## config.mk

```make
export PLATFORM = sky130hd
export DESIGN_NAME = stls_isqrt
export DESIGN_NICKNAME = d
export VERILOG_FILES = /design/src/rtl/sphere_texture_lambert_shade_assert.svh /design/src/rtl/stls_isqrt.sv
export SDC_FILE = /design/constraint.sdc
export NUM_CORES = 1
export LEC_CHECK = 0
export BUFFER_PORTS_ARGS = -buffer_cell sky130_fd_sc_hd__buf_2
export CAP_MARGIN = 10
export CORE_ASPECT_RATIO = 1.4
export CORE_MARGIN = 1.5
export CORE_UTILIZATION = 64
export CTS_BUF_LIST = sky130_fd_sc_hd__clkbuf_8
export CTS_CLUSTER_DIAMETER = 50
export DETAILED_ROUTE_END_ITERATION = 10
export PLACE_DENSITY_LB_ADDON = 0.1
export SYNTH_ARGS = -nofsm -noshare
export SYNTH_HDL_FRONTEND = slang
export SYNTH_SLANG_ARGS = --single-unit
export TNS_END_PERCENT = 5
```

## constraint.sdc

```tcl
create_clock -name aclk -period 8.18 [get_ports aclk]
set_input_delay 2.045 -clock aclk [delete_from_list [all_inputs] [get_ports aclk]]
set_output_delay 2.045 -clock aclk [all_outputs]
set_load 0.05 [all_outputs]
```

## src/rtl/sphere_texture_lambert_shade_assert.svh

```systemverilog
// assertion macros for the sphere texture lambert shading block
// used by the top level, no other dependencies
`ifndef SPHERE_TEXTURE_LAMBERT_SHADE_ASSERT_SVH
`define SPHERE_TEXTURE_LAMBERT_SHADE_ASSERT_SVH
`ifndef NO_ASSERTIONS
`define STLS_ASSERT(label, clk, rstn, ante, cons) \
    label: assert property (@(posedge clk) disable iff (!rstn) (ante) |-> (cons)) \
        else $error("stls assertion failed");
`define STLS_ASSERT_NEXT(label, clk, rstn, ante, cons) \
    label: assert property (@(posedge clk) disable iff (!rstn) (ante) |=> (cons)) \
        else $error("stls assertion failed");
`else
`define STLS_ASSERT(label, clk, rstn, ante, cons)
`define STLS_ASSERT_NEXT(label, clk, rstn, ante, cons)
`endif
`endif

```

## src/rtl/stls_isqrt.sv

```systemverilog
// floor integer square root, two result bits per cycle pair
// no dependencies beyond the package import style
`default_nettype none
module stls_isqrt (
    input  logic        aclk,
    input  logic        aresetn,
    input  logic        start,
    input  logic [28:0] n_in,
    output logic        busy,
    output logic [14:0] root
);
    localparam int SQ_W = 31;

    logic [SQ_W-1:0] n_reg;
    logic [SQ_W-1:0] res_reg;
    logic [SQ_W-1:0] sq_bit_reg;
    logic [SQ_W-1:0] n_next;
    logic [SQ_W-1:0] res_next;
    logic [SQ_W-1:0] trial;
    logic            busy_reg;

    always_comb begin
        trial = res_reg + sq_bit_reg;
        if (n_reg >= trial) begin
            n_next   = n_reg - trial;
            res_next = (res_reg >> 1) + sq_bit_reg;
        end else begin
            n_next   = n_reg;
            res_next = res_reg >> 1;
        end
    end

    always_ff @(posedge aclk) begin
        if (!aresetn) begin
            busy_reg <= 1'b0;
        end else if (start) begin
            n_reg      <= SQ_W'(n_in);
            res_reg    <= '0;
            sq_bit_reg <= SQ_W'(1) << (SQ_W - 1);
            busy_reg   <= 1'b1;
        end else if (busy_reg) begin
            n_reg      <= n_next;
            res_reg    <= res_next;
            sq_bit_reg <= sq_bit_reg >> 2;
            if (sq_bit_reg == SQ_W'(1)) begin
                busy_reg <= 1'b0;
            end
        end
    end

    assign busy = busy_reg;
    assign root = res_reg[14:0];

endmodule
`default_nettype wire

```

==> run_results.csv <==
group,metric,value,unit
run_status,status,"complete, no violations",
logic_synthesis,yosysWarnings,0,
cts,cts_setup_buffers,0,
timing,hold_viol_final,0,
setup_path,cpMostUsedCell,"a21oi_1",
cts,htreeDepth,3,
setup_path,cp_top_family,"compound AO/OA/AOI/OAI gates",
logic_synthesis,ys_ff_latch,79,
cts,cts_tree,"yes",
setup_path,cp-end-kind,"flip-flop",
floorplan,dieArea,0.0115,mm^2
placed_design,numPortBuffers,47,
cts,cts_buffers,9,
timing,slew-limit-headroom,42.8,%
setup_path,crit_type,"reg2reg",
logic_synthesis,ys_seq_area_share,34.1,%
grt,antenna_found_initial,0,
route,firstDrtPassIters,7,
route,wl,16.7,mm
power_and_ir_drop,p_seq_share,32.8,%
power_and_ir_drop,clkPwrFrac,16.8,%
route,final_antenna_net_count,0,
timing,post-route-period-util,66.0,%
setup_path,worst-r2r-cell-count,17,
timing,finalSetupViolations,0,
floorplan,std_cell_rows,44,
placed_design,placed_area,0.00714,mm^2
setup_path,slowest_delay,0.78,ns
cts,clockBufferDepth,2,
logic_synthesis,yosysTopAreaCell,"edfxtp_1",
hold_path,min_path_cells,2,
placed_design,dp_slack,2.83,ns
logic_synthesis,ys.flop_type,"edfxtp_1",
logic_synthesis,synth_edf_count,78,
logic_synthesis,syn_inst,776,
timing,max_freq,0.185,GHz
logic_synthesis,synth_top_area_share,33.9,%
power_and_ir_drop,p_leak,2.82,nW
run,maxCapViolCount,0,
route,drt-wirelength-per-cell,17.7,um
grt,grt_start_max_net_pins,57,
final_layout,syn_to_final_growth,5.99,%
grt,grt_pass1_vias,5844,
setup_path,cp_max_fo,31,
timing,grt_setup_unrepaired,"false",
logic_synthesis,syn-cell-area,0.00692,mm^2
cts,clk_latency,0.36,ns
cts,cts_sinks,79,
floorplan,die-width,90.9,um
setup_path,cp.required,8.25,ns
route,dr_total_vias,6000,
power_and_ir_drop,powerDensity,238,mW/mm^2
final_layout,diodes,0,
cts,clkTransAtPathRegs,0.09,ns
floorplan,io-pin-count,48,
final_layout,nFillCells,875,
logic_synthesis,synth_cell_types,67,
cts,hold_buffers,0,
setup_path,cp_num_cells,17,
floorplan,die_height,126,um
timing,finalSetupTns,0,ns
timing,slew_violations,0,
power_and_ir_drop,ir_drop,0.119,mV
power_and_ir_drop,p_int,0.00100,W
logic_synthesis,synth.top_cells.by_area,"edfxtp_1 34%, ha_1 11%, nand2_1 4.9%",
timing,tightestPinTransition,0.858,ns
power_and_ir_drop,comb_power_share,50.4,%
final_layout,mostFrequentLayoutCells,"91 x nand2_1, 78 x edfxtp_1, 64 x nor2_1, 64 x o21ai_0, 63 x ha_1",
final_layout,finalNetCount,894,
setup_path,cp_num_buf_inv,1,
route,viasPerCell,6.38,
timing,min_period,5.40,ns
logic_synthesis,syn_avg_cell_area,8.91,um^2
setup_path,crit_arrival,5.46,ns
setup_path,start_kind,"flip-flop",
final_layout,drive_above_1_share,11.1,%
route,initialDrtViolationCount,394,
setup_path,path_cells,"ha_1 > a31o_2 > a31o_2 > a21oi_1 > o21ai_1 > a31oi_1 > o21ai_1 > a21oi_1 > xor2_1 > ha_1 > a21o_1 > a21oi_1 > o21ai_0 > a41oi_1 > o41a_1 > a21oi_2 > buf_4",
cts,clock-root-buffer,"clkbuf_8",
logic_synthesis,syn-num-nets,872,
grt,grt_pass1_wl,27.4,mm
hold_path,hp-class,"reg2reg",
power_and_ir_drop,switchingPower,0.000740,W
setup_path,worst_path_max_delay_cell,"o41a_1",
floorplan,core_area,0.0105,mm^2
final_layout,stdcell_area,0.00733,mm^2
floorplan,start_util,66.1,%
grt,groute.usage.overall,29.8,%
power_and_ir_drop,p_sw_share,42.5,%
placed_design,hpwl,12.4,mm
timing,clock_skew,0.00794,ns
logic_synthesis,async_reset_ff_share,0,%
grt,grt-ovfl-total,0,
timing,setup_slack,2.78,ns
route,remaining_drc_errors,0,
cts,post_cts_resized,0,
final_layout,final_common_cell,"nand2_1",
placed_design,gp_congestion,0.977,
worst min-delay path, cell delays in order, from the launching register on:
cell      delay, ns
edfxtp_1       0.42
nor4_1         0.07
nor2_1         0.07
routing by layer:
| metal | track usage (%) | up-vias | part of all wire, % |
|---|---|---|---|
| met3 | 3.93 | 47 | 5.7 |
| met2 | 49.0 | 199 | 48 |
| li1 | - | 2938 | - |
| met4 | 15.8 | 0 | 4.2 |
| met5 | 0 | - | 0 |
| met1 | 38.3 | 2816 | 42 |
power groups by stage:
stage	sequential, W	combinational [W]	clock [W]
after global placement	0.000578	0.000836	0
after CTS	0.000571	0.000867	0.000298
after detailed placement	0.000579	0.000862	0
final	0.000572	0.000877	0.000293
after global routing	0.000578	0.000971	0.000310
after floorplan	0.000562	0.000710	0
Yosys cell counts, drive strengths merged (8+ instances only):
cell type	number
inv	21
nor2	64
a21o	13
edfxtp	78
nand3	11
ha	63
a21oi	53
nor3	10
nor4	8
xnor2	35
clkbuf	17
o21ai	82
nand2	91
o21bai	11
nor2b	23
a31oi	25
buf	23
a211oi	16
or3	12
xor2	30
nand4	12
a31o	14
logic make-up after synthesis:
family	count (synthesis)	share of synthesized area, %
AND/OR/NAND/NOR	249	16.8
AO/OA/AOI/OAI	254	24.1
buffers and inverters	61	4.49
XOR/XNOR	65	8.23
multiplexers	4	0.615
flip-flops	79	34.1
adder cells (fa/ha/maj)	64	11.7
stage by stage:
| step | util (%) | std cells | hold WS, ns | total power (W) |
|---|---|---|---|---|
| after floorplan | - | 776 | 0.509 | 0.00127 |
| after global placement | 68.3 | 925 | 0.579 | 0.00141 |
| after detailed placement | 68.3 | 925 | 0.586 | 0.00144 |
| after CTS | 70.1 | 941 | 0.607 | 0.00174 |
| after global routing | 70.1 | 941 | 0.644 | 0.00186 |
| final | 70.1 | 941 | 0.597 | 0.00174 |
path summary, 6_finish.rpt:
check	from	to	slack, ns
worst max-delay path	res_reg[2]	n_reg[2]	2.78
worst max register to register	res_reg[2]	n_reg[2]	2.78
worst min register to register	sq_bit_reg[24]	busy	0.60
worst min-delay path	sq_bit_reg[24]	busy	0.60
layout make-up:
class                           count  area, um^2  share of cell area (%)
Inverter                           21        78.8                    1.08
Timing Repair Buffer               51         268                    3.65
Multi-Input combinational cell    636        4260                    58.1
Sequential cell                    79        2360                    32.2
Tap cell                          138         173                    2.35
Clock inverter                      7        66.3                   0.904
Clock buffer                        9         124                    1.69
(Power assumes the default switching activity.)
