**src/rtl/sphere_texture_lambert_shade_assert.svh**
```systemverilog
// assertion macros for the sphere texture lambert shading block
// used by the top level, no other dependencies
`ifndef SPHERE_TEXTURE_LAMBERT_SHADE_ASSERT_SVH
`define SPHERE_TEXTURE_LAMBERT_SHADE_ASSERT_SVH
`ifndef NO_ASSERTIONS
`define STLS_ASSERT(label, clk, rstn, ante, cons) \
    label: assert property (@(posedge clk) disable iff (!rstn) (ante) |-> (cons)) \
        else $error("stls assertion failed");
`define STLS_ASSERT_NEXT(label, clk, rstn, ante, cons) \
    label: assert property (@(posedge clk) disable iff (!rstn) (ante) |=> (cons)) \
        else $error("stls assertion failed");
`else
`define STLS_ASSERT(label, clk, rstn, ante, cons)
`define STLS_ASSERT_NEXT(label, clk, rstn, ante, cons)
`endif
`endif

```
**src/rtl/stls_pkg.sv**
```systemverilog
// shared types, constants and the cordic arctangent table
// no dependencies
`default_nettype none
package stls_pkg;

    localparam int TEX_MAX_WIDTH_DEF  = 256;
    localparam int TEX_MAX_HEIGHT_DEF = 256;
    localparam int WRAP_OFFSET_DEF    = 20;
    localparam int CORDIC_STEPS_DEF   = 16;

    localparam int STORE_AW    = 16;
    localparam int STORE_DEPTH = 1 << STORE_AW;
    localparam int CFG_DW      = 9;
    localparam int TAB_LEN     = 24;
    localparam int PI_UNITS    = 65536;
    localparam int XW          = 28;
    localparam int AW          = 20;
    localparam int ACC_W       = 24;
    localparam logic [28:0] RECIP_255 = 29'd269488144;

    localparam logic [1:0] CMD_WRITE = 2'd0;
    localparam logic [1:0] CMD_FIRST = 2'd1;
    localparam logic [1:0] CMD_ACC   = 2'd2;

    localparam logic CFG_TEX_WIDTH  = 1'b0;
    localparam logic CFG_TEX_HEIGHT = 1'b1;

    typedef struct packed {
        logic [1:0]         command;
        logic [15:0]        texel_index;
        logic [23:0]        texel_rgb;
        logic signed [15:0] normal_x;
        logic signed [15:0] normal_y;
        logic signed [15:0] normal_z;
        logic [15:0]        lambert;
        logic [47:0]        light_rgb;
        logic [47:0]        shadow_rgb;
        logic [23:0]        diffuse_rgb;
        logic               is_sphere;
    } in_item_t;

    typedef struct packed {
        logic [23:0] color_red;
        logic [23:0] color_green;
        logic [23:0] color_blue;
        logic [7:0]  texel_column;
        logic [7:0]  texel_row;
    } out_item_t;

    typedef struct packed {
        logic                 valid;
        logic                 bypass;
        logic signed [AW-1:0] base;
        logic signed [XW-1:0] xs;
        logic signed [XW-1:0] zs;
        logic signed [AW-1:0] ang;
    } cordic_state_t;

    function automatic logic signed [AW-1:0] atan_entry(input int idx);
        logic signed [AW-1:0] val;
        case (idx)
            0:       val = AW'(16384);
            1:       val = AW'(9672);
            2:       val = AW'(5110);
            3:       val = AW'(2594);
            4:       val = AW'(1302);
            5:       val = AW'(652);
            6:       val = AW'(326);
            7:       val = AW'(163);
            8:       val = AW'(81);
            9:       val = AW'(41);
            10:      val = AW'(20);
            11:      val = AW'(10);
            12:      val = AW'(5);
            13:      val = AW'(3);
            14:      val = AW'(1);
            15:      val = AW'(1);
            default: val = '0;
        endcase
        return val;
    endfunction

endpackage
`default_nettype wire

```
**src/rtl/stls_cordic_cell.sv**
```systemverilog
// one vectoring cordic iteration with a fixed shift, registered
// depends on stls_pkg
`default_nettype none
module stls_cordic_cell #(
    parameter int SHIFT = 0
) (
    input  logic                    aclk,
    input  logic                    aresetn,
    input  stls_pkg::cordic_state_t in_st,
    output stls_pkg::cordic_state_t out_st
);
    import stls_pkg::*;

    cordic_state_t        st_next;
    cordic_state_t        st_reg;
    logic signed [XW-1:0] dx;
    logic signed [XW-1:0] dz;

    always_comb begin
        st_next = in_st;
        dx = in_st.zs >>> SHIFT;
        dz = in_st.xs >>> SHIFT;
        if (!in_st.zs[XW-1]) begin
            st_next.xs  = in_st.xs + dx;
            st_next.zs  = in_st.zs - dz;
            st_next.ang = in_st.ang + atan_entry(SHIFT);
        end else begin
            st_next.xs  = in_st.xs - dx;
            st_next.zs  = in_st.zs + dz;
            st_next.ang = in_st.ang - atan_entry(SHIFT);
        end
    end

    always_ff @(posedge aclk) begin
        if (!aresetn) begin
            st_reg.valid <= 1'b0;
        end else begin
            st_reg <= st_next;
        end
    end

    assign out_st = st_reg;

endmodule
`default_nettype wire

```
**src/rtl/stls_cordic_chain.sv**
```systemverilog
// atan2 as a row of cordic cells with half-plane reflection and clamping
// depends on stls_pkg and stls_cordic_cell
`default_nettype none
module stls_cordic_chain #(
    parameter int STEPS = stls_pkg::CORDIC_STEPS_DEF
) (
    input  logic                           aclk,
    input  logic                           aresetn,
    input  logic                           in_valid,
    input  logic signed [15:0]             in_z,
    input  logic signed [15:0]             in_x,
    output logic                           out_valid,
    output logic signed [stls_pkg::AW-1:0] out_ang
);
    import stls_pkg::*;

    localparam logic signed [AW-1:0] PI_POS = AW'(PI_UNITS);
    localparam logic signed [AW-1:0] PI_NEG = -AW'(PI_UNITS);

    cordic_state_t        st [STEPS+1];
    cordic_state_t        pre_next;
    cordic_state_t        pre_reg;
    logic signed [16:0]   xe;
    logic signed [16:0]   ze;
    logic signed [16:0]   xr;
    logic signed [16:0]   zr;
    logic signed [AW-1:0] sum;
    logic signed [AW-1:0] ang_next;
    logic signed [AW-1:0] ang_reg;
    logic                 valid_reg;

    always_comb begin
        xe = 17'(in_x);
        ze = 17'(in_z);
        pre_next = '0;
        if (in_x[15]) begin
            xr = -xe;
            zr = -ze;
            pre_next.base = (zr <= 0) ? PI_POS : PI_NEG;
        end else begin
            xr = xe;
            zr = ze;
        end
        pre_next.valid  = in_valid;
        pre_next.bypass = (zr == 0);
        pre_next.xs     = XW'(xr) <<< 8;
        pre_next.zs     = XW'(zr) <<< 8;
    end

    always_ff @(posedge aclk) begin
        if (!aresetn) begin
            pre_reg.valid <= 1'b0;
        end else begin
            pre_reg <= pre_next;
        end
    end

    assign st[0] = pre_reg;

    for (genvar k = 0; k < STEPS; k++) begin : g_cell
        stls_cordic_cell #(
            .SHIFT (k)
        ) u_cell (
            .aclk    (aclk),
            .aresetn (aresetn),
            .in_st   (st[k]),
            .out_st  (st[k+1])
        );
    end

    always_comb begin
        sum = st[STEPS].ang + st[STEPS].base;
        if (st[STEPS].bypass) begin
            ang_next = st[STEPS].base;
        end else if (sum > PI_POS) begin
            ang_next = PI_POS;
        end else if (sum < PI_NEG) begin
            ang_next = PI_NEG;
        end else begin
            ang_next = sum;
        end
    end

    always_ff @(posedge aclk) begin
        if (!aresetn) begin
            valid_reg <= 1'b0;
        end else begin
            valid_reg <= st[STEPS].valid;
        end
        ang_reg <= ang_next;
    end

    assign out_valid = valid_reg;
    assign out_ang   = ang_reg;

endmodule
`default_nettype wire

```
**config.mk**
```make
export PLATFORM = sky130hd
export DESIGN_NAME = stls_cordic_chain
export DESIGN_NICKNAME = d
export VERILOG_FILES = /design/src/rtl/sphere_texture_lambert_shade_assert.svh /design/src/rtl/stls_pkg.sv /design/src/rtl/stls_cordic_cell.sv /design/src/rtl/stls_cordic_chain.sv
export SDC_FILE = /design/constraint.sdc
export NUM_CORES = 2
export LEC_CHECK = 0
export BUFFER_PORTS_ARGS = -buffer_cell sky130_fd_sc_hd__buf_4
export CORE_MARGIN = 2
export CORE_UTILIZATION = 59
export DETAILED_ROUTE_END_ITERATION = 8
export PLACE_DENSITY = 0.87
export SYNTH_ARGS = -nofsm -noshare
export SYNTH_HDL_FRONTEND = slang
export SYNTH_SLANG_ARGS = --single-unit
```
**constraint.sdc**
```tcl
create_clock -name aclk -period 3.8 [get_ports aclk]
set_input_delay 0.57 -clock aclk [delete_from_list [all_inputs] [get_ports aclk]]
set_output_delay 0.57 -clock aclk [all_outputs]
set_load 0.01 [all_outputs]
```
==> summary.txt <==
Finish
  • Area grow syn2layout: 24.96%
  • Final instance area: approximately 110,000 um^2
  • Fill count: 10,007
  • Net total in the final layout: around 12,000
  • Number of flip-flops in the largest register: around 1,000
  • Layout cells sized above 1: 0.2279
  • Ant diodes: 0

Timing
  • Final setup vio count: 44
  • Setup Skew: about 0.028 ns
  • Tmin final: ~4.1 ns
  • Fin crit share: 1.073
  • Achievable Freq: around 250 MHz
  • Setup WS post-layout: -0.2770 ns
  • Slew Limit Fails: 0
  • Pin slew with the least headroom to its limit: about 0.88 ns
  • Slew HR: 0.4144
  • Hold Violations, Final: 0
  • Unrepaired setup endpoints after global routing: true

Yosys
  • Fraction of registers with async set/reset: 0
  • Post-synth net total: 10,641
  • Yosys reg bits: between 1,000 and 1,500
  • Synth Flop Type: edfxtp_1
  • Synthesized area: roughly 91,000 um^2
  • Synth cell types: 111
  • Most common cell in the netlist: edfxtp_1
  • Synth warnings: 0
  • Synth top area share: 0.3531
  • Cells after Synth: roughly 9,500
  • Post-synthesis sequential area ratio: 0.3615
  • Post-synth top cells: edfxtp_1, ha_1, nor2_1, a21oi_1, xnor2_1
  • Yosys top cell by area: edfxtp_1
  • EDFF count, synth: 1,068
  • Synth top area cells: edfxtp_1, ha_1, xnor2_1
  • Syn avg cell area: about 9.5 um^2

Critical path
  • Top Family by Delay on Critical Path: simple AND/OR/NAND/NOR gates
  • CP bufs+invs: 1
  • Critical Path Start: g_cell[8].u_cell.out_st[61]$_DFFE_PP_
  • Worst Path Required: approximately 4.3 ns
  • Critical Path Sink Type: register
  • CP Class: register to register
  • Slowest-stage cell, CP: edfxtp_1
  • R2r setup slk: -0.28 ns
  • Worst endpoint data arrival time: 4.60 ns
  • Largest stage delay on the critical path: 0.40 ns
  • CP Launch Type: register
  • CP max FO: 3
  • Cell Chain, Critical Path: nor3_2 -> nand2b_1 -> nor3_2 -> buf_4 -> nand2_4 -> o41ai_4 -> xnor2_1 -> ha_2 -> and3_4 -> nand2_4 -> or3_4 -> o2111ai_4 -> a41o_1 -> a2111o_1 -> nand3b_1 -> a31o_2 -> xnor2_1
  • Crit Reg-Reg Startpoint: g_cell[8].u_cell.out_st[61]$_DFFE_PP_

Detailed routing
  • Drt drc: 0
  • DRT iter0 DRCs: approximately 7,100
  • DR pass1 iterations: 6
  • Final ANT Viol Nets: 0
  • Final Routed Wirelength: 267,800 um
  • Vias: around 81,000
  • WL/cell: around 20 um
  • Via density: around 6.1

Clock network
  • CTS tree: done
  • Clock Tree Root: clkbuf_16
  • Inserted Clock Buffers: between 100 and 150
  • Max H-tree Level: 4
  • CTS sink count: 1,106
  • Clock insertion delay at the later pin of the skew report: approximately 0.80 ns
  • Clk slew on worst S/H paths: roughly 0.06 ns
  • Clk buf depth: 3

Die
  • Initial Util: 0.5958
  • Ports: 56
  • Core ar.: ~150,000 um^2
  • Full die area: ~160,000 um^2
  • Std cell rows: 143
  • Die X: between 300 and 400 um
  • Die Y: between 300 and 400 um

Placement
  • GPL Wtd Cong: approximately 1.0
  • PortBufs: between 50 and 60
  • DP Area: around 100,000 um^2
  • Hpwl dp: about 200,000 um

Outcome
  • Status: complete, but fails checks
  • Violations in the final reports: negative setup slack

Global route
  • Initial antenna violation count: 2
  • First-pass GRT wire length: 408,100 um
  • Vias in the first global route: between 70,000 and 80,000
  • Overall routing resource usage: 0.3197
  • GR Overflow Total: 0
  • Largest net degree at the start of global routing: 97

Worst hold path
  • Hold path startpoint: in_z[0]
  • Worst hold path type: primary input to register

Flow run
  • Max-cap viol count: 0
cells in the final DEF (no fill, tap or decap), types with 83 or more instances in the layout:
| master | n |
|---|---|
| nor2b_1 | 140 |
| o21a_1 | 139 |
| and3_1 | 83 |
| a21oi_2 | 118 |
| a21o_1 | 349 |
| a31oi_1 | 90 |
| edfxtp_1 | 1068 |
| xor2_1 | 416 |
| inv_1 | 466 |
| o21bai_1 | 96 |
| nor2_1 | 901 |
| a21oi_1 | 770 |
| nand2b_1 | 120 |
| nor3_1 | 277 |
| nand3_1 | 180 |
| nand2_1 | 470 |
| xnor2_1 | 803 |
| ha_1 | 1014 |
| o21ai_0 | 323 |
| buf_4 | 1496 |
| clkbuf_16 | 131 |
per-stage QoR:
stage | cells | TNS (ns) | utilization | setup WS (ns) | hold slack (ns)
after global placement | 12776 | -11.67 | 0.6787 | -0.4964 | 0.4008
after floorplan | 9519 | -0.1657 | - | -0.1657 | 0.4003
final | 13201 | -4.066 | 0.7445 | -0.2770 | 0.03927
after CTS | 13049 | -0.5457 | 0.7141 | -0.2123 | 0.008299
after global routing | 13201 | -17.61 | 0.7445 | -0.4235 | 0.02311
after detailed placement | 12776 | -23.17 | 0.6787 | -0.5433 | 0.4045
routing by layer:
| layer | track usage | vias up | wire length (um) |
|---|---|---|---|
| met2 | 0.5754 | 3136 | 134500 |
| met1 | 0.3791 | 38591 | 102900 |
| met5 | 0 | - | 0 |
| li1 | - | 38127 | - |
| met3 | 0.04264 | 859 | 16350 |
| met4 | 0.1423 | 0 | 14070 |
final timing paths:
kind	endpoint	cells past startpoint
setup / recovery	g_cell[9].u_cell.out_st[47]$_DFFE_PP_	17
hold / removal	pre_reg[28]$_DFFE_PP_	1
setup reg to reg	g_cell[9].u_cell.out_st[47]$_DFFE_PP_	17
hold reg to reg	g_cell[0].u_cell.out_st[96]$_DFFE_PP_	0
logic make-up (layout without fill, tap and decap cells):
kind of cell               after synthesis  in the layout  share of synthesized area
AOI/OAI and AO/OA                     2592           2592                     0.1824
xor gates and xnor gates              1256           1256                     0.1214
adders and majority gates             1087           1087                     0.1527
buffers and inverters                  630           2282                    0.02633
DFF                                   1106           1106                     0.3615
muxes                                   62             62                   0.007370
other                                    1              1                 0.00004129
and+or+nand+nor                       2785           2785                     0.1483
layout make-up:
| type | count | area, um^2 | share of cell area |
|---|---|---|---|
| Clock inverter | 75 | 729.5 | 0.006427 |
| Clock buffer | 161 | 3431 | 0.03023 |
| Timing Repair Buffer | 1572 | 12260 | 0.1081 |
| Tap cell | 2030 | 2540 | 0.02238 |
| Sequential cell | 1106 | 32830 | 0.2893 |
| Inverter | 474 | 1785 | 0.01573 |
| Multi-Input combinational cell | 7783 | 59910 | 0.5279 |
what timing repair did:
action,in CTS,in global routing
hold buffers,2,0
pin swaps,89,441
gates resized for setup,211,766
hold endpoints to repair,2,0
buffers inserted,37,163
endpoints found under the setup margin,166,231
Power is left out: the tool's default activity adds up to more than one toggle a clock period on the data nets, which glitch-free logic cannot reach.
