[config.mk]
export PLATFORM = sky130hd
export DESIGN_NAME = stls_wrap_mod
export DESIGN_NICKNAME = d
export VERILOG_FILES = /design/src/rtl/sphere_texture_lambert_shade_assert.svh /design/src/rtl/stls_wrap_mod.sv
export SDC_FILE = /design/constraint.sdc
export NUM_CORES = 1
export LEC_CHECK = 0
export BUFFER_PORTS_ARGS = -buffer_cell sky130_fd_sc_hd__buf_2
export CORE_MARGIN = 1
export CORE_UTILIZATION = 41
export CTS_BUF_LIST = sky130_fd_sc_hd__clkbuf_8
export DETAILED_ROUTE_END_ITERATION = 6
export PLACE_DENSITY = 0.62
export SLEW_MARGIN = 40
export SYNTH_ARGS = -nofsm -noshare
export SYNTH_HDL_FRONTEND = slang
export SYNTH_SLANG_ARGS = --single-unit
[constraint.sdc]
create_clock -name aclk -period 7.33 [get_ports aclk]
set_input_delay 0 -clock aclk [delete_from_list [all_inputs] [get_ports aclk]]
set_output_delay 0 -clock aclk [all_outputs]
set_load 0.03 [all_outputs]
[src/rtl/sphere_texture_lambert_shade_assert.svh]
// assertion macros for the sphere texture lambert shading block
// used by the top level, no other dependencies
`ifndef SPHERE_TEXTURE_LAMBERT_SHADE_ASSERT_SVH
`define SPHERE_TEXTURE_LAMBERT_SHADE_ASSERT_SVH
`ifndef NO_ASSERTIONS
`define STLS_ASSERT(label, clk, rstn, ante, cons) \
    label: assert property (@(posedge clk) disable iff (!rstn) (ante) |-> (cons)) \
        else $error("stls assertion failed");
`define STLS_ASSERT_NEXT(label, clk, rstn, ante, cons) \
    label: assert property (@(posedge clk) disable iff (!rstn) (ante) |=> (cons)) \
        else $error("stls assertion failed");
`else
`define STLS_ASSERT(label, clk, rstn, ante, cons)
`define STLS_ASSERT_NEXT(label, clk, rstn, ante, cons)
`endif
`endif

[src/rtl/stls_wrap_mod.sv]
// remainder of a small value by a run-time modulus, one quotient bit per cycle
// no dependencies
`default_nettype none
module stls_wrap_mod #(
    parameter int VW = 9,
    parameter int MW = 9
) (
    input  logic          aclk,
    input  logic          aresetn,
    input  logic          start,
    input  logic [VW-1:0] value,
    input  logic [MW-1:0] modulus,
    output logic          busy,
    output logic [MW-1:0] result
);
    localparam int KW = $clog2(VW);
    localparam int CW = VW + MW;

    logic [VW-1:0] rem_reg;
    logic [MW-1:0] mod_reg;
    logic [KW-1:0] k_reg;
    logic          busy_reg;
    logic [CW-1:0] cand;
    logic [VW-1:0] rem_next;

    always_comb begin
        cand = CW'(mod_reg) << k_reg;
        if (CW'(rem_reg) >= cand) begin
            rem_next = rem_reg - VW'(cand);
        end else begin
            rem_next = rem_reg;
        end
    end

    always_ff @(posedge aclk) begin
        if (!aresetn) begin
            busy_reg <= 1'b0;
        end else if (start) begin
            rem_reg  <= value;
            mod_reg  <= modulus;
            k_reg    <= KW'(VW - 1);
            busy_reg <= 1'b1;
        end else if (busy_reg) begin
            rem_reg <= rem_next;
            k_reg   <= k_reg - 1'b1;
            if (k_reg == '0) begin
                busy_reg <= 1'b0;
            end
        end
    end

    assign busy   = busy_reg;
    assign result = rem_reg[MW-1:0];

endmodule
`default_nettype wire

==> summary.md, run 1 <==
| Metric | Value |
|---|---|
| Result of the run | `complete, no violations` |
| DRT iter0 DRCs | `83` |
| HPWL after DPL | `3121 µm` |
| Clock Skew | `5.022 ps` |
| Xor/xnor share of the synthesized area | `2.996%` |
| Die Wd | `67.41 µm` |
| RR Startpoint | `k_reg[0]$_SDFFCE_PP0P_` |
| Row Count | `23` |
| Fin crit share | `50.87%` |
| Final-report setup violation count | `0` |
| Overflow after GRT | `0` |
| Detailed-routed wire length on met2 | `1885 µm` |
| CTS Root Cell | `clkbuf_8` |
| Fin nets | `250` |
| I/O pins | `31` |
| Setup CP Type | `register to register` |
| PD cells | `169.0 nW/µm²` |
| Hold Crit Class | `input port to register` |
| Mux cell area share after synthesis | `10.70%` |
| RSZ-0062 raised after global routing | `no` |
| CP Launch Point | `k_reg[0]$_SDFFCE_PP0P_` |
| Yosys synthesis warning count | `0` |
| CTS Buf Count | `3` |
| Clk sinks | `23` |
| Area growth, synth to finish | `17.05%` |
| Total chip power | `346.9 µW` |
| Post-synth EDFFs | `22` |
| Peak VDD IR | `89.57 µV` |
| Worst Setup End Kind | `register` |
| Hold Vio Cnt, Final | `0` |
| Worst-path clk slew | `80 ps` |
| Yosys reg bits | `23` |
| DRC | `0` |
| Met3 wire length | `75 µm` |
| Register area share after synthesis | `38.80%` |
| Max Cap Viol | `0` |
| RePlAce Congestion | `0.8324` |
| Syn_nets | `215` |
| Post-route antenna net violation count | `0` |
| Fmax achieved | `268.2 MHz` |
| CTS tree | `done` |
| Maximum number of pins on one net before global-route repair | `30` |
| Ys flop type | `edfxtp_1` |
| Compound-Gate Fraction of Synth Area | `17.69%` |
| Mean post-synth cell area | `9.586 µm²` |
| Async S/R FF share, synth | `0%` |
| Largest family of logic cells by synthesized area | `compound AO/OA/AOI/OAI gates` |
| Hold depth | `3` |
| FF-to-FF End | `result[6]$_DFFE_PP_` |
| Simple-gate area share of the yosys netlist | `16.55%` |
| Min Tclk post-route | `3729 ps` |
| Die area | `4544 µm²` |
| Antenna cells | `0` |
| First-pass GRT wire length | `6624 µm` |
| R2R setup slack | `3600 ps` |
| Distinct cells, synth | `45` |
| Routed len/inst | `15.12 µm` |
| Pins over their slew limit | `0` |
| Total GRT Usage | `19.66%` |
| R2R depth | `12` |
| Skew-Pair Late Insertion Delay | `260 ps` |
| Cell area after synthesis | `1754 µm²` |
| Synth Area in Adders | `8.274%` |
| 1st-pass router iterations | `4` |
| Most frequent cells in the layout | `buf_2, edfxtp_1, nand2_1` |
| CTS Buffer Depth | `2` |
| Commonest non-fill, non-tap cell in the layout | `buf_2` |
| Die Y-Extent | `67.41 µm` |
| Initial antenna violation count | `0` |
| Initial Util | `43.23%` |
| Worst rel slew slack | `49.54%` |
| I/O Buffers | `30` |
| Vias in the first global route | `1,404` |
| CP Launch Type | `register` |
| Final WL | `4037 µm` |
| Req. time, crit path | `7240 ps` |
| End of the critical path | `result[6]$_DFFE_PP_` |
| Wl on met1 | `2036 µm` |
| Setup TNS | `0 ps` |
| Crit path DAT | `3640 ps` |
| CTS H-Tree Depth | `1` |
| DR top layer | `met4` |
| Leakage | `0.8258 nW` |
| Drt via density | `5.528` |
| Core Region | `4058 µm²` |
| Crit path max fanout | `19` |
| Fillers | `373` |
| Vias | `1,476` |
| Share of cells above drive strength 1 | `18.89%` |
| Worst-Margin Slew | `756.8 ps` |
| Post-synthesis cell count | `183` |
==> power by group <==
| part | total [mW] | internal (mW) | switching, mW |
|---|---|---|---|
| Sequential | 0.169 | 0.156 | 0.0133 |
| Combinational | 0.0992 | 0.0446 | 0.0546 |
| Clock | 0.0788 | 0.0379 | 0.0409 |
==> layer usage <==
metal	up-vias	global-route usage [%]
li1	756	-
met1	694	28.04
met2	22	31.37
met3	4	2.027
met4	0	5.585
met5	-	0
==> synthesized netlist by cell type (2+ instances only) <==
cell type / number / area [µm²]
nand4_1: 2 / 12.51
a21oi_1: 10 / 50.05
o21ai_0: 11 / 55.05
a211oi_1: 5 / 37.54
xnor2_1: 5 / 43.79
ha_1: 10 / 125.1
edfxtp_1: 22 / 660.6
mux2_2: 2 / 22.52
nor3_1: 8 / 40.04
buf_4: 2 / 15.01
inv_1: 9 / 33.78
nor2b_1: 2 / 12.51
a21o_1: 2 / 15.01
clkbuf_1: 4 / 15.01
a31oi_1: 4 / 25.02
a2111oi_0: 2 / 17.52
nor3b_1: 2 / 15.01
mux2i_1: 12 / 120.1
nand2b_1: 3 / 18.77
nand3b_1: 2 / 15.01
o21a_1: 4 / 30.03
nand3_1: 4 / 20.02
o31ai_1: 2 / 15.01
o211ai_1: 2 / 15.01
nor2_1: 15 / 56.30
nand2_1: 17 / 63.81
mux4_2: 2 / 45.04
==> cell families after synthesis <==
| logic type | Yosys count |
|---|---|
| AND/OR/NAND/NOR | 60 |
| multiplexers | 16 |
| AO/OA/AOI/OAI | 48 |
| buffers and inverters | 19 |
| adder cells (fa/ha/maj) | 11 |
| flip-flops | 23 |
| XOR/XNOR | 6 |
==> critical path, stage by stage, from the launching register on <==
cell and delay, ps:
edfxtp_1 850, mux2i_1 190, and2_1 200, a211oi_1 230, a31oi_1 60, or2_2 310
ha_1 340, nand4_1 140, a211oi_1 190, nor3_1 100, o21ai_0 150, a31o_2 170
o311a_1 450
==> through the flow <==
step | area [µm²] | cells | hold WS (ps) | setup slack (ps) | utilization [%]
2_1_floorplan | 1754 | 183 | 98.87 | 4196 | -
3_3_place_gp | 1917 | 254 | 176.4 | 3726 | 47.24
3_5_place_dp | 1917 | 254 | 178.6 | 3568 | 47.24
4_1_cts | 2053 | 267 | 9.654 | 3552 | 50.60
5_1_grt | 2053 | 267 | 19.37 | 3305 | 50.60
6_report | 2053 | 267 | 8.077 | 3601 | 50.60
==> timing repair <==
action,4_1_cts,5_1_grt
setup endpoints to repair,0,0
hold buffers,9,0
endpoints found under the hold margin,9,0
setup buffers,0,0
resized for setup,0,0
==> area by class of cell <==
class | instances | area, µm² | share of cell area [%]
timing repair buffer | 39 | 240.2 | 11.70
tap | 50 | 62.56 | 3.047
sequential | 23 | 680.7 | 33.15
clock inverter | 1 | 5.005 | 0.2438
multi-input combinational | 141 | 985.9 | 48.02
inverter | 10 | 37.54 | 1.828
clock buffer | 3 | 41.29 | 2.011
==> worst min-delay path by stage <==
stage / start / endpoint / slack, ps
final: value[5] / result[5]$_DFFE_PP_ / 8
after global routing: value[5] / result[5]$_DFFE_PP_ / 20
after CTS: value[5] / result[5]$_DFFE_PP_ / 10
after detailed placement: modulus[2] / mod_reg[2]$_DFFE_PP_ / 180
after global placement: modulus[4] / mod_reg[4]$_DFFE_PP_ / 180
after floorplan: modulus[0] / mod_reg[0]$_DFFE_PP_ / 100
Power figures use the tool's default switching activity.
==> inputs of run 2 (changes only) <==
--- a/config.mk
+++ b/config.mk
@@ -10,7 +10,7 @@
 export CORE_UTILIZATION = 41
 export CTS_BUF_LIST = sky130_fd_sc_hd__clkbuf_8
 export DETAILED_ROUTE_END_ITERATION = 6
-export PLACE_DENSITY = 0.62
+export PLACE_DENSITY = 0.64
 export SLEW_MARGIN = 40
 export SYNTH_ARGS = -nofsm -noshare
 export SYNTH_HDL_FRONTEND = slang
==> constraint.sdc (replaced) <==
create_clock -name aclk -period 3.3 [get_ports aclk]
set_input_delay 0 -clock aclk [delete_from_list [all_inputs] [get_ports aclk]]
set_output_delay 0 -clock aclk [all_outputs]
set_load 0.03 [all_outputs]
==> run 2 against run 1 <==
  * Clock power up 130%
  * Count of clock-buffer cells in the layout unchanged
  * Fmax up 19%
==> summary.md, run 2 (synthesis results as in run 1) <==
| Metric | Value |
|---|---|
| Die Y-Extent | `67.41 µm (unchanged)` |
| Hold Vio Cnt, Final | `0 (unchanged)` |
| Hold path start | `value[3]` |
| Initial antenna violation count | `0 (unchanged)` |
| Peak VDD IR | `271.5 µV (+200%)` |
| Die area | `4544 µm² (unchanged)` |
| Dpl ws | `147.1 ps (-3421 ps)` |
| Fin crit share | `94.63% (+44 points)` |
| Min Tclk post-route | `3123 ps (-606.0 ps)` |
| Vias | `1,562 (+5.8%)` |
| Die Wd | `67.41 µm (unchanged)` |
| CP Launch Type | `register` |
| Worst rel slew slack | `60.71% (+11 points)` |
| 1st-pass router iterations | `4 (unchanged)` |
| Design area | `2192 µm² (+6.8%)` |
| Setup CP Type | `register to register` |
| Maximum number of pins on one net before global-route repair | `30 (unchanged)` |
| Pins over their slew limit | `0 (unchanged)` |
| Worst-Margin Slew | `574.4 ps (-182.4 ps)` |
| Crit path DAT | `3110 ps (-530 ps)` |
| Initial Util | `43.23% (unchanged)` |
| Vias in the first global route | `1,452 (+3.4%)` |
| CTS H-Tree Depth | `1 (unchanged)` |
| Placed cells | `262 (+3.1%)` |
| Worst-path clk slew | `90 ps (about the same)` |
| Final WL | `4197 µm (+4.0%)` |
| Max Cap Viol | `0 (unchanged)` |
| Total chip power | `805.3 µW (+130%)` |
| CTS tree | `done` |
| Hold depth | `3 (unchanged)` |
| Antenna cells | `0 (unchanged)` |
| Crit path max fanout | `9 (-10)` |
| Result of the run | `complete, no violations` |
| Most frequent cells in the layout | `buf_2, edfxtp_1, nand2_1` |
| Req. time, crit path | `3290 ps (-3950 ps)` |
| PD cells | `367.4 nW/µm² (+120%)` |
| Share of cells above drive strength 1 | `25.88% (+7.0 points)` |
| Overflow after GRT | `0 (unchanged)` |
| DRT iter0 DRCs | `93 (+12%)` |
| R2R depth | `14 (+2)` |
| Row Count | `23 (unchanged)` |
| WHS | `4.510 ps (-3.568 ps)` |
| Post-route antenna net violation count | `0 (unchanged)` |
| Clock Skew | `3.439 ps (-1.583 ps)` |
| FF-to-FF End | `result[6]$_DFFE_PP_` |
| Fmax achieved | `320.2 MHz (+19%)` |
| RR Startpoint | `k_reg[0]$_SDFFCE_PP0P_` |
| CTS Buffer Depth | `2 (unchanged)` |
| RePlAce Congestion | `0.8305 (-0.23%)` |
| Hold endpoint | `result[3]$_DFFE_PP_` |
| Final-report setup violation count | `0 (unchanged)` |
| Skew-Pair Late Insertion Delay | `270 ps (about the same)` |
| First-pass GRT wire length | `6748 µm (+1.9%)` |
| Fin cells | `278 (+4.1%)` |
| Leakage | `0.8825 nW (+6.9%)` |
| Worst Setup End Kind | `register` |
| CTS Root Cell | `clkbuf_8` |
| CTS Buf Count | `3 (unchanged)` |
| R2R setup slack | `180 ps (-3420 ps)` |
| Final Worst Setup Slack | `177.3 ps (-3424 ps)` |
| Fin nets | `261 (+4.4%)` |
| Hold Crit Class | `input port to register` |
| Routed len/inst | `15.10 µm (-0.15%)` |
| HPWL after DPL | `3081 µm (-1.3%)` |
| Cell Area, Placed | `1977 µm² (+3.1%)` |
| Core Region | `4058 µm² (unchanged)` |
| I/O pins | `31 (unchanged)` |
| Commonest non-fill, non-tap cell in the layout | `buf_2` |
| Drt via density | `5.619 (+1.6%)` |
| Area growth, synth to finish | `24.96%` |
| I/O Buffers | `30 (unchanged)` |
| DRC | `0 (unchanged)` |
| Clk sinks | `23 (unchanged)` |
| Total GRT Usage | `20.04% (+0.39 points)` |
-- run 2: repair_timing --
item / CTS / global route
resized for setup: 0 / 9
setup endpoints to repair: 0 / 9
buffers inserted: 0 / 2
hold buffers: 10 / 0
endpoints found under the hold margin: 10 / 0
-- run 2: stage by stage --
stage,TNS (ps),utilization (%)
6_report,0,54.02
5_1_grt,-291.1,54.02
4_1_cts,0,52.33
3_5_place_dp,0,48.72
3_3_place_gp,0,48.72
2_1_floorplan,0,-
-- run 2: power by group --
part	switching, mW	internal [mW]	total [mW]
Combinational	0.137	0.119	0.256
Clock	0.0966	0.0845	0.181
Sequential	0.0222	0.346	0.368
-- run 2: per-layer routing --
metal | track usage (%) | vias up | share of wire [%]
li1 | - | 771 | -
met1 | 29.39 | 753 | 49
met2 | 29.50 | 30 | 46
met3 | 2.534 | 8 | 2.7
met4 | 8.245 | 0 | 1.9
met5 | 0 | - | 0
-- run 2: how the worst max path moves through the flow --
stage / start / end / slack (ps) / cells past startpoint
after floorplan: k_reg[0]$_SDFFCE_PP0P_ / result[0]$_DFFE_PP_ / 170 / 14
after detailed placement: k_reg[0]$_SDFFCE_PP0P_ / result[5]$_DFFE_PP_ / 150 / 13
after global routing: k_reg[0]$_SDFFCE_PP0P_ / result[6]$_DFFE_PP_ / -30 / 13
after global placement: k_reg[0]$_SDFFCE_PP0P_ / result[5]$_DFFE_PP_ / 190 / 13
final: k_reg[0]$_SDFFCE_PP0P_ / result[6]$_DFFE_PP_ / 180 / 14
after CTS: k_reg[0]$_SDFFCE_PP0P_ / result[6]$_DFFE_PP_ / 150 / 13
-- run 2: critical path, cell delays in order (launching register included) --
cell	delay, ps
edfxtp_1	520
buf_4	210
inv_1	120
nand2_2	110
nand2_1	100
a31oi_1	70
or2_2	300
ha_4	290
nand4_1	150
a211oi_2	210
nor3_2	80
o21ai_0	150
a31o_2	170
o311a_1	160
buf_4	180
-- run 2: final cells by class --
cell class	count	area (µm²)
sequential	23	680.7
fill	376	1866
tap	50	62.56
multi-input combinational	141	1036
clock buffer	3	41.29
timing repair buffer	50	329.1
clock inverter	1	5.005
inverter	10	37.54
==> inputs of run 3 (changes only) <==
--- a/config.mk
+++ b/config.mk
@@ -11,6 +11,7 @@
 export CTS_BUF_LIST = sky130_fd_sc_hd__clkbuf_8
 export DETAILED_ROUTE_END_ITERATION = 6
 export PLACE_DENSITY = 0.64
+export REMOVE_ABC_BUFFERS = 1
 export SLEW_MARGIN = 40
 export SYNTH_ARGS = -nofsm -noshare
 export SYNTH_HDL_FRONTEND = slang
==> run 3 against run 2 <==
  * Wire length is essentially flat
  * Non-clock buffer count up 6
  * Sequential cell count unchanged
  * Critical endpoint is now result[2]$_DFFE_PP_
  * Worst setup slack worse by 21 ps
  * Die area stayed put
  * Combinational power is 7% higher
  * Critical path type unchanged
  * Critical path depth fell by 1
  * Highest routed layer unchanged
==> summary.md, run 3 (synthesis results as in run 1) <==
| Metric | Value |
|---|---|
| Maximum number of pins on one net before global-route repair | `30 (unchanged)` |
| Leakage | `0.9143 nW (+3.6%)` |
| Core Region | `4058 µm² (unchanged)` |
| Pins over their slew limit | `0 (unchanged)` |
| Die Y-Extent | `67.41 µm (unchanged)` |
| Peak VDD IR | `239.6 µV (-12%)` |
| CTS Root Cell | `clkbuf_8` |
| Vias | `1,532 (-1.9%)` |
| Final core utilization | `55.72% (+1.7 points)` |
| Worst-Margin Slew | `462.8 ps (-111.7 ps)` |
| Antenna cells | `0 (unchanged)` |
| Worst Setup End Kind | `register` |
| CTS H-Tree Depth | `1 (unchanged)` |
| CTS Buffer Depth | `2 (unchanged)` |
| Crit path cell chain | `mux2i_1, and2_1, a211oi_2, a31oi_1, or2_2, ha_4, nand4_1, a211oi_2, nor3_2, o21ai_1, a31o_2, o311a_1, buf_12` |
| Crit path max fanout | `9 (unchanged)` |
| Initial Util | `43.23% (unchanged)` |
| DRC | `0 (unchanged)` |
| Req. time, crit path | `3300 ps (about the same)` |
| Clock Skew | `6.758 ps (+3.319 ps)` |
| Initial antenna violation count | `0 (unchanged)` |
| CP bufs+invs | `1 (-2)` |
| Crit path DAT | `3140 ps (+30 ps)` |
| CTS Buf Count | `3 (unchanged)` |
| 1st-pass router iterations | `4 (unchanged)` |
| Routed len/inst | `14.76 µm (-2.2%)` |
| Post-route antenna net violation count | `0 (unchanged)` |
| Met2 usage | `27.88% (-1.6 points)` |
| Most Crowded Layer GR | `met1` |
| Most used cell along the critical path | `a211oi_2` |
| Hold Crit Class | `input port to register` |
| Fin crit share | `95.25% (+0.62 points)` |
| Fin nets | `267 (+2.3%)` |
| I/O pins | `31 (unchanged)` |
| DRT iter0 DRCs | `80 (-14%)` |
| Most frequent cells in the layout | `buf_2, edfxtp_1, nand2_1` |
| First-pass GRT wire length | `6541 µm (-3.1%)` |
| WHS | `1.600 ps (-2.910 ps)` |
| Dpl ws | `4.034 ps (-143.0 ps)` |
| Clk sinks | `23 (unchanged)` |
| Commonest non-fill, non-tap cell in the layout | `buf_2` |
| Vias in the first global route | `1,365 (-6.0%)` |
| PD cells | `362.9 nW/µm² (-1.2%)` |
| Row Count | `23 (unchanged)` |
| Die Wd | `67.41 µm (unchanged)` |
| Skew-Pair Late Insertion Delay | `270 ps (about the same)` |
| Met1 usage | `29.96% (+0.57 points)` |
| Share of cells above drive strength 1 | `29.06% (+3.2 points)` |
| Final WL | `4193 µm (about the same)` |
| Top Family by Delay on Critical Path | `compound AO/OA/AOI/OAI gates` |
| Final-report setup violation count | `0 (unchanged)` |
| CP Launch Type | `register` |
| Final Worst Setup Slack | `156.8 ps (-20.53 ps)` |
| Hold Vio Cnt, Final | `0 (unchanged)` |
| Worst-path clk slew | `90 ps (about the same)` |
| Overflow after GRT | `0 (unchanged)` |
| Fmax achieved | `318.1 MHz (-0.65%)` |
| RePlAce Congestion | `0.9730 (+17%)` |
| Total GRT Usage | `19.64% (-0.41 points)` |
| Die area | `4544 µm² (unchanged)` |
| Critical path's slowest cell | `edfxtp_1` |
| Total chip power | `820.4 µW (+1.9%)` |
| CTS tree | `done` |
| I/O Buffers | `30 (unchanged)` |
| Max Cap Viol | `0 (unchanged)` |
| Setup CP Type | `register to register` |
| Critical path's largest stage delay | `530 ps (about the same)` |
| Area growth, synth to finish | `28.89%` |
| Drt via density | `5.394 (-4.0%)` |
| Min Tclk post-route | `3143 ps (+20.53 ps)` |
| HPWL after DPL | `3035 µm (-1.5%)` |
| Met3 Use GR | `3.041% (+0.51 points)` |
| Result of the run | `complete, no violations` |
| Worst rel slew slack | `69.15% (+8.4 points)` |
[run 3: final cells by class]
class | instances | area (µm²)
fillers | 371 | 1797
multi-input cells | 141 | 1049
flip-flops and latches | 23 | 680.7
repair buffers | 56 | 385.4
well taps | 50 | 62.56
clock buffers | 3 | 41.29
inverters | 10 | 37.54
clock inverters | 1 | 5.005
[run 3: per-stage QoR]
| step | setup TNS [ps] | cell area [µm²] | instances |
|---|---|---|---|
| finish | 0 | 2261 | 284 |
| global route | -460.7 | 2261 | 284 |
| CTS | 0 | 2152 | 278 |
| detailed placement | 0 | 2012 | 265 |
| global placement | 0 | 2012 | 265 |
| floorplan | 0 | 1704 | 174 |
[run 3: worst paths after layout]
kind / start / end / slack (ps) / depth (start not counted)
max: k_reg[0]$_SDFFCE_PP0P_ / result[2]$_DFFE_PP_ / 160 / 13
min: value[5] / result[5]$_DFFE_PP_ / 2 / 3
max reg2reg: k_reg[0]$_SDFFCE_PP0P_ / result[2]$_DFFE_PP_ / 160 / 13
min reg2reg: busy$_SDFF_PN0_ / busy$_SDFF_PN0_ / 630 / 2
[run 3: per-layer routing]
layer,up-vias,wire length [µm]
li1,785,-
met1,698,2072
met2,43,1810
met3,6,258
met4,0,52
met5,-,0
[run 3: report_power, final]
group / total [mW] / switching, mW / internal, mW
Clock: 0.182 / 0.0974 / 0.0845
Combinational: 0.273 / 0.142 / 0.132
Sequential: 0.365 / 0.0197 / 0.346
[run 3: worst min-delay path, cell delays in order]
cell,delay [ps]
buf_2,70
nand2_1,40
o31ai_1,50
[run 3: timing repair]
action                                  4_1_cts  5_1_grt
endpoints found under the hold margin         9        0
endpoints found under the setup margin        9        9
setup buffers                                 0        6
hold buffers                                  9        0
pin swaps                                     0        2
resized for setup                             1       13
